### config.mk
export PLATFORM = sky130hd
export DESIGN_NAME = base64_stream_encoder_unit
export DESIGN_NICKNAME = d
export VERILOG_FILES = /design/src/rtl/b64se_pkg.sv /design/src/rtl/base64_stream_encoder_unit.sv /design/src/rtl/b64se_front.sv /design/src/rtl/b64se_queue.sv /design/src/rtl/b64se_back.sv
export SDC_FILE = /design/constraint.sdc
export NUM_CORES = 1
export LEC_CHECK = 0
export BUFFER_PORTS_ARGS = -buffer_cell sky130_fd_sc_hd__buf_2
export CORE_MARGIN = 4
export CORE_UTILIZATION = 30
export CTS_CLUSTER_DIAMETER = 60
export DETAILED_ROUTE_END_ITERATION = 6
export HOLD_SLACK_MARGIN = 0.05
export PLACE_DENSITY = 0.52
export SLEW_MARGIN = 25
export SYNTH_ARGS = -nofsm -noshare
export SYNTH_HDL_FRONTEND = slang
export SYNTH_SLANG_ARGS = --single-unit
export TNS_END_PERCENT = 50
### constraint.sdc
create_clock -name i_clk -period 2.3 [get_ports i_clk]
set_input_delay 0.115 -clock i_clk [delete_from_list [all_inputs] [get_ports i_clk]]
set_output_delay 0.115 -clock i_clk [all_outputs]
set_load 0.02 [all_outputs]
### src/rtl/b64se_pkg.sv
// ----------------------------------------------------------------------------
// Base64 stream encoder package
// Beat types, the command carried from front to back, and the alphabet.
// ----------------------------------------------------------------------------
`default_nettype none

package b64se_pkg;

    // Default depth of the command queue
    localparam int unsigned B64SE_QUEUE_DEPTH = 2;

    localparam logic [7:0] B64SE_PAD_CHAR = 8'h3D;

    // Input beat
    typedef struct packed {
        logic [7:0] data_byte;
        logic       final_byte;
    } t_b64se_in;

    // Output beat
    typedef struct packed {
        logic [7:0] out_char;
        logic       last_char;
    } t_b64se_out;

    // Characters produced by one input byte, emitted by the back end
    typedef struct packed {
        logic [3:0][7:0] chars;     // chars[0] goes out first
        logic [1:0]      last_idx;  // number of chars minus one
        logic            fin;       // last char closes the message
    } t_b64se_cmd;

    // Queue status seen by front and back
    typedef struct packed {
        logic full;
        logic empty;
    } t_b64se_qstat;

    // Map a sextet to its base64 ASCII code
    function automatic logic [7:0] b64se_char(input logic [5:0] v);
        logic [7:0] w;
        w = {2'b00, v};
        if (v < 6'd26) begin
            return w + 8'h41;           // 'A'..'Z'
        end else if (v < 6'd52) begin
            return w + 8'd71;           // 'a'..'z'
        end else if (v < 6'd62) begin
            return w - 8'd4;            // '0'..'9'
        end else if (v == 6'd62) begin
            return 8'h2B;               // '+'
        end else begin
            return 8'h2F;               // '/'
        end
    endfunction

endpackage

`default_nettype wire

### src/rtl/base64_stream_encoder_unit.sv
// ----------------------------------------------------------------------------
// Base64 stream encoder
// Encodes a byte stream into base64 ASCII (A-Z a-z 0-9 + /) with '='
// padding on the final byte and a flag on the last character.
//
//   Channel   Direction  Handshake                  Beat
//   in        input      i_in_valid / o_in_stall    t_b64se_in  (byte, final)
//   out       output     o_out_valid / i_out_stall  t_b64se_out (char, last)
//
// One output character per cycle while commands wait and i_out_stall is
// low, set by the back end's output register; a byte makes one to four
// characters, about 4/3 on average (two to four on a final byte).
// Bytes enter at one per cycle while the command queue has room.
// Reset is synchronous; it empties the queue and returns to group start.
// Output stall holds the output beat; the queue lets the front keep taking
// bytes until it fills, then o_in_stall rises.
// ----------------------------------------------------------------------------
`default_nettype none

module base64_stream_encoder_unit
    import b64se_pkg::*;
#(
    parameter int unsigned QUEUE_DEPTH = B64SE_QUEUE_DEPTH
) (
    input  wire        i_clk,
    input  wire        i_rst_n,
    input  wire        i_in_valid,
    input  t_b64se_in  i_in_beat,
    output logic       o_in_stall,
    output logic       o_out_valid,
    output t_b64se_out o_out_beat,
    input  wire        i_out_stall
);

    t_b64se_qstat qstat;
    t_b64se_cmd   push_cmd, head_cmd;
    logic         push, pop;

    // Byte classification
    b64se_front u_front (
        .i_clk      (i_clk),
        .i_rst_n    (i_rst_n),
        .i_in_valid (i_in_valid),
        .i_in_beat  (i_in_beat),
        .o_in_stall (o_in_stall),
        .i_qstat    (qstat),
        .o_push     (push),
        .o_cmd      (push_cmd)
    );

    // Command queue
    b64se_queue #(
        .DEPTH (QUEUE_DEPTH)
    ) u_queue (
        .i_clk   (i_clk),
        .i_rst_n (i_rst_n),
        .i_push  (push),
        .i_cmd   (push_cmd),
        .i_pop   (pop),
        .o_head  (head_cmd),
        .o_qstat (qstat)
    );

    // Character emission
    b64se_back u_back (
        .i_clk       (i_clk),
        .i_rst_n     (i_rst_n),
        .i_qstat     (qstat),
        .i_head      (head_cmd),
        .o_pop       (pop),
        .o_out_valid (o_out_valid),
        .o_out_beat  (o_out_beat),
        .i_out_stall (i_out_stall)
    );

endmodule

`default_nettype wire

### src/rtl/b64se_front.sv
// ----------------------------------------------------------------------------
// Base64 encoder front end
// Accepts bytes, tracks group position and leftover bits, and turns each
// byte into a command of one to four characters for the back end.
// ----------------------------------------------------------------------------
`default_nettype none

module b64se_front
    import b64se_pkg::*;
(
    input  wire          i_clk,
    input  wire          i_rst_n,
    input  wire          i_in_valid,
    input  t_b64se_in    i_in_beat,
    output logic         o_in_stall,
    input  t_b64se_qstat i_qstat,
    output logic         o_push,
    output t_b64se_cmd   o_cmd
);

    typedef enum logic [1:0] {
        PH_FIRST  = 2'd0,
        PH_SECOND = 2'd1,
        PH_THIRD  = 2'd2
    } t_phase;

    t_phase     r_phase, n_phase;
    logic [3:0] r_left,  n_left;
    logic [7:0] b;
    logic       fin;

    assign b          = i_in_beat.data_byte;
    assign fin        = i_in_beat.final_byte;
    assign o_in_stall = i_qstat.full;
    assign o_push     = i_in_valid && !i_qstat.full;

    // Classify the byte by group position and build its characters
    always_comb begin
        o_cmd       = '0;
        o_cmd.fin   = fin;
        n_phase     = r_phase;
        n_left      = r_left;
        unique case (r_phase)
            PH_SECOND: begin
                o_cmd.chars[0] = b64se_char({r_left[1:0], b[7:4]});
                o_cmd.chars[1] = b64se_char({b[3:0], 2'b00});
                o_cmd.chars[2] = B64SE_PAD_CHAR;
                o_cmd.last_idx = fin ? 2'd2 : 2'd0;
                n_left         = b[3:0];
                n_phase        = PH_THIRD;
            end
            PH_THIRD: begin
                o_cmd.chars[0] = b64se_char({r_left, b[7:6]});
                o_cmd.chars[1] = b64se_char(b[5:0]);
                o_cmd.last_idx = 2'd1;
                n_left         = 4'd0;
                n_phase        = PH_FIRST;
            end
            default: begin
                // start of group, also the unused phase code
                o_cmd.chars[0] = b64se_char(b[7:2]);
                o_cmd.chars[1] = b64se_char({b[1:0], 4'b0000});
                o_cmd.chars[2] = B64SE_PAD_CHAR;
                o_cmd.chars[3] = B64SE_PAD_CHAR;
                o_cmd.last_idx = fin ? 2'd3 : 2'd0;
                n_left         = {2'b00, b[1:0]};
                n_phase        = PH_SECOND;
            end
        endcase
        if (fin) begin
            n_phase = PH_FIRST;
            n_left  = 4'd0;
        end
    end

    // Group state advances on each accepted beat
    always_ff @(posedge i_clk) begin
        if (!i_rst_n) begin
            r_phase <= PH_FIRST;
            r_left  <= 4'd0;
        end else if (o_push) begin
            r_phase <= n_phase;
            r_left  <= n_left;
        end
    end

endmodule

`default_nettype wire

### src/rtl/b64se_queue.sv
// ----------------------------------------------------------------------------
// Base64 encoder command queue
// Short FIFO of character commands between front and back end.
// ----------------------------------------------------------------------------
`default_nettype none

module b64se_queue
    import b64se_pkg::*;
#(
    parameter int unsigned DEPTH = B64SE_QUEUE_DEPTH
) (
    input  wire          i_clk,
    input  wire          i_rst_n,
    input  wire          i_push,
    input  t_b64se_cmd   i_cmd,
    input  wire          i_pop,
    output t_b64se_cmd   o_head,
    output t_b64se_qstat o_qstat
);

    localparam int unsigned AW = (DEPTH > 1) ? $clog2(DEPTH) : 1;
    localparam int unsigned CW = $clog2(DEPTH + 1);
    localparam logic [AW-1:0] LAST_PTR = AW'(DEPTH - 1);
    localparam logic [CW-1:0] FULL_CNT = CW'(DEPTH);

    t_b64se_cmd    r_mem [DEPTH];
    logic [AW-1:0] r_wr, r_rd;
    logic [CW-1:0] r_cnt;

    assign o_head        = r_mem[r_rd];
    assign o_qstat.full  = (r_cnt == FULL_CNT);
    assign o_qstat.empty = (r_cnt == '0);

    // Pointers and fill count
    always_ff @(posedge i_clk) begin
        if (!i_rst_n) begin
            r_wr  <= '0;
            r_rd  <= '0;
            r_cnt <= '0;
        end else begin
            if (i_push) begin
                r_wr <= (r_wr == LAST_PTR) ? '0 : r_wr + 1'b1;
            end
            if (i_pop) begin
                r_rd <= (r_rd == LAST_PTR) ? '0 : r_rd + 1'b1;
            end
            if (i_push && !i_pop) begin
                r_cnt <= r_cnt + 1'b1;
            end else if (!i_push && i_pop) begin
                r_cnt <= r_cnt - 1'b1;
            end
        end
    end

    // Entry storage
    always_ff @(posedge i_clk) begin
        if (i_push) begin
            r_mem[r_wr] <= i_cmd;
        end
    end

endmodule

`default_nettype wire

### src/rtl/b64se_back.sv
// ----------------------------------------------------------------------------
// Base64 encoder back end
// Walks commands into the output register, one char per cycle unless stalled.
// ----------------------------------------------------------------------------
`default_nettype none

module b64se_back
    import b64se_pkg::*;
(
    input  wire          i_clk,
    input  wire          i_rst_n,
    input  t_b64se_qstat i_qstat,
    input  t_b64se_cmd   i_head,
    output logic         o_pop,
    output logic         o_out_valid,
    output t_b64se_out   o_out_beat,
    input  wire          i_out_stall
);

    logic       r_busy;
    t_b64se_cmd r_cur;
    logic [1:0] r_idx;
    logic       r_ovalid;
    t_b64se_out r_obeat;

    logic out_free, take, at_last, cur_done;

    assign out_free = !r_ovalid || !i_out_stall;
    assign take     = out_free && r_busy;
    assign at_last  = (r_idx == r_cur.last_idx);
    assign cur_done = take && at_last;
    assign o_pop    = !i_qstat.empty && (!r_busy || cur_done);

    assign o_out_valid = r_ovalid;
    assign o_out_beat  = r_obeat;

    // Command tracking and output valid
    always_ff @(posedge i_clk) begin
        if (!i_rst_n) begin
            r_busy   <= 1'b0;
            r_idx    <= 2'd0;
            r_ovalid <= 1'b0;
        end else begin
            if (o_pop) begin
                r_busy <= 1'b1;
                r_idx  <= 2'd0;
            end else if (cur_done) begin
                r_busy <= 1'b0;
            end else if (take) begin
                r_idx <= r_idx + 2'd1;
            end
            if (out_free) begin
                r_ovalid <= take;
            end
        end
    end

    // Payload registers
    always_ff @(posedge i_clk) begin
        if (o_pop) begin
            r_cur <= i_head;
        end
        if (take) begin
            r_obeat.out_char  <= r_cur.chars[r_idx];
            r_obeat.last_char <= r_cur.fin && at_last;
        end
    end

endmodule

`default_nettype wire

==> results by group <==
Synth
  • Top cells by area, synth: edfxtp_1 41%, ha_1 5.7%, dfxtp_1 5.3%
  • Ys async rst share: 0%
  • Yosys top cell by area: edfxtp_1
  • Syn Inst Count: between 500 and 600
  • Yosys cell types: 72
  • Area share of the largest cell type after synthesis: 40.89%
  • Post-synthesis sequential area ratio: between 40 and 50%
  • Cell Area, Synth: ~5300 um2
  • Synthesized flop and latch total: between 80 and 90
  • Main synth FF type: edfxtp_1
  • Synth Net Count: 548
  • Post-synth EDFFs: between 70 and 80
  • Mean post-synth cell area: 10.35 um2
  • Synth warn: 0

CTS
  • Clock sinks: 86
  • Hold_buf cts: 0
  • Root buf cell: clkbuf_16
  • Worst-path clk slew: about 0.070 ns
  • CTS Buffer Depth: 2
  • Worst-skew pair later-pin latency: approximately 0.33 ns
  • CTS tree: done
  • Htree depth: 3
  • Number of setup buffers added after CTS: 0
  • CTS Buf Count: 9
  • CTS resizes: 0

GRT
  • Global Route Usage Sum: 13.14%
  • Vias in the first global route: 3999
  • Grt total ovfl: 0
  • First-pass GRT wire length: ~21000 um
  • Initial antenna violation count: 0
  • Pin count of the biggest net entering global routing: 23

Floorplan
  • Number of core rows: 48
  • Die Wd: 140.8 um
  • Die H: 140.8 um
  • Die Footprint: between 15000 and 20000 um2
  • Core Region: 17300 um2
  • Io pins: 24
  • Initial Util: 30.57%

Timing
  • Tcrit/Tclk final: 91.28%
  • Slew Limit Fails: 0
  • Worst slew pin tran: 0.6573 ns
  • RSZ-0062 raised after global routing: false
  • Crit path time final: between 2 and 2.5 ns
  • Max frequency: 0.4763 GHz
  • Setup TNS: 0 ns
  • Worst Skew: 0.008675 ns
  • Final WS setup: 0.2005 ns
  • Count of final setup violators: 0
  • Hold Vio Cnt, Final: 0
  • Slew headroom: about 56%

Placement
  • HPWL Detailed: 9646 um
  • Placed cells: 769
  • Final Wtd Congestion: 0.9463
  • Placed instance area: 5867 um2
  • I/O Buffers: 23
  • Pre-CTS setup slack: 0.1444 ns

Routing
  • DRC viols: 0
  • First-pass DRT Iterations: 5
  • Number of DRC markers in iteration 0: between 200 and 300
  • Routed Antenna Nets: 0
  • Avg WL per Cell: approximately 16 um
  • Vias/cell: 5.178
  • Vias: 4065
  • Routed WL: 12900 um

Finish
  • Final cell count without fillers: slightly below 800
  • N_diodes: 0
  • Area delta synth->final: 17.56%
  • Post-route cell area: between 6000 and 7000 um2
  • Nets: 592
  • Share of cells above drive strength 1: between 20% and 30%

Power and ir drop
  • Leak pwr: 2.239 nW
  • Switching power: 1.680 mW
  • Peak supply drop: roughly 0.47 mV
  • P_int: ~3.9 mW
  • Clock Power Share: 28.1%
  • Gate power share: between 20% and 30%
  • Sequential Power Share: 42.3%
  • Sw frac: 29.94%
  • Pwr per Cell Area: 902.5 nW/um2

Setup path
  • Critical Path RT: approximately 2.4 ns
  • Crit Path Category: reg2reg
  • Critical Path Fanout Max: 10
  • Crit path capture type: flop
  • Critical R2R Launch: u_front.r_left[1]
  • Worst path cell trace: buf_4 > ha_1 > a21o_4 > a21oi_4 > or3_1 > a41o_1 > o21a_1
  • FF-to-FF End: u_queue.r_mem[1][7]
  • Worst EP arrival: 2.17 ns
  • R2r setup slk: ~0.2 ns
  • Worst Reg-to-Reg Cells: 7
  • Slowest-stage cell, CP: dfxtp_1
  • CP max stage delay: 0.40 ns
  • Worst Setup Start Kind: flop

Worst hold path
  • Hold_sp: i_out_stall
  • HP Class: in2reg
  • Hold Path Depth: 3
  • Hold path endpoint: u_back.o_out_valid

Status
  • Status: finished clean

Job
  • MaxCap Viol Count: 0
[cell families after synthesis]
logic type,after synthesis,share of synthesized area [%]
adder cells (fa/ha/maj),24,5.679
multiplexers,34,7.099
flip-flops,86,46.19
buffers and inverters,64,5.182
AND/OR/NAND/NOR,144,14.55
XOR/XNOR,17,2.816
AO/OA/AOI/OAI,142,18.48
[routing by layer]
| metal | up-vias | routed length [um] | global-route usage [%] |
|---|---|---|---|
| li1 | 1993 | - | - |
| met1 | 1933 | 6002 | 17.88 |
| met2 | 120 | 6120 | 21.07 |
| met3 | 19 | 543 | 2.103 |
| met4 | 0 | 236 | 4.997 |
| met5 | - | 0 | 0 |
[Yosys cell counts (3+ instances only)]
cell,instances
nor2b_1,13
nor4_1,3
a21oi_1,30
nor3_1,10
a31oi_1,5
a22oi_1,5
clkbuf_1,15
nand4_1,9
buf_2,14
mux2_2,24
o211ai_1,18
mux2i_1,9
o21a_1,3
a21boi_0,7
xnor2_1,16
nor2_1,23
edfxtp_1,72
inv_1,26
a211oi_1,4
a21o_1,4
ha_1,24
nand2b_1,9
a221oi_1,3
or3_1,8
dfxtp_1,14
and3_1,8
nand3_1,14
nand2_1,28
o21ai_0,30
nor3b_1,3
o31ai_1,4
buf_1,4
and2_1,6
[cell usage in the layout (no fill, tap or decap), types with 3 or more instances in the layout]
master	n
edfxtp_1	72
buf_4	47
a21oi_1	30
o21ai_0	30
nand2_1	28
inv_1	26
mux2_2	24
ha_1	24
buf_2	23
nor2_1	22
o211ai_1	18
xnor2_1	16
nand3_1	14
dfxtp_1	14
nor2b_1	13
clkbuf_16	13
nor3_1	10
nand2b_1	9
mux2i_1	9
nand4_1	9
and3_1	8
or3_1	8
a21boi_0	7
and2_1	6
a31oi_1	5
a22oi_1	5
a211oi_1	4
o31ai_1	4
a21o_1	4
nor4_1	3
nor3b_1	3
a221oi_1	3
o21a_1	3
[power groups by stage]
stage	Clock, mW	Combinational [mW]	Sequential [mW]
finish	1.58	1.66	2.38
global placement	0	1.66	2.41
global route	1.67	1.84	2.42
detailed placement	0	1.66	2.42
floorplan	0	1.07	2.48
CTS	1.61	1.67	2.38
[through the flow]
step / power (mW) / util [%] / hold slack, ns
finish: 5.610 / 35.94 / 0.07300
global route: 5.930 / 35.94 / 0.07299
CTS: 5.673 / 35.94 / 0.05712
detailed placement: 4.081 / 33.92 / 0.4155
global placement: 4.067 / 33.92 / 0.4085
floorplan: 3.553 / - / 0.2139
[critical path: cells and delay by family (launching register included)]
kind | cells | cell delay [ns]
flops | 1 | 0.40
fa+ha+maj | 1 | 0.20
compound gates | 4 | 0.68
simple gates | 1 | 0.40
buf+inv | 1 | 0.15
[sequential cells by signal (all words and copies together), names as in the netlist]
register / cells
u_queue.r_cnt: 2
u_queue.r_wr: 1
u_front.r_left: 4
u_back.o_out_valid: 1
u_back.r_idx: 2
u_back.r_busy: 1
u_queue.r_rd: 1
u_back.r_cur: 21
u_queue.r_mem: 42
u_front.r_phase: 2
u_back.o_out_beat: 9
[layout make-up]
cell class                 instances  area [um2]
inverter                          27       101.3
timing repair buffer              70       467.9
tap                              225       281.5
clock buffer                      13       325.3
clock inverter                     3       23.77
fill                            1731       11080
sequential                        86        2442
multi-input combinational        361        2574
[worst max path at each step]
| stage | startpoint | end | slack (ns) |
|---|---|---|---|
| 2_1_floorplan | u_front.r_left[1] | u_queue.r_mem[0][5] | 0.09 |
| 3_3_place_gp | i_in_beat[7] | u_queue.r_mem[1][5] | 0.14 |
| 3_5_place_dp | i_in_beat[7] | u_queue.r_mem[0][5] | 0.14 |
| 4_1_cts | u_front.r_left[1] | u_queue.r_mem[1][7] | 0.20 |
| 5_1_grt | u_front.r_left[1] | u_queue.r_mem[1][4] | 0.06 |
| 6_report | u_front.r_left[1] | u_queue.r_mem[1][7] | 0.20 |
Power figures use the tool's default switching activity.
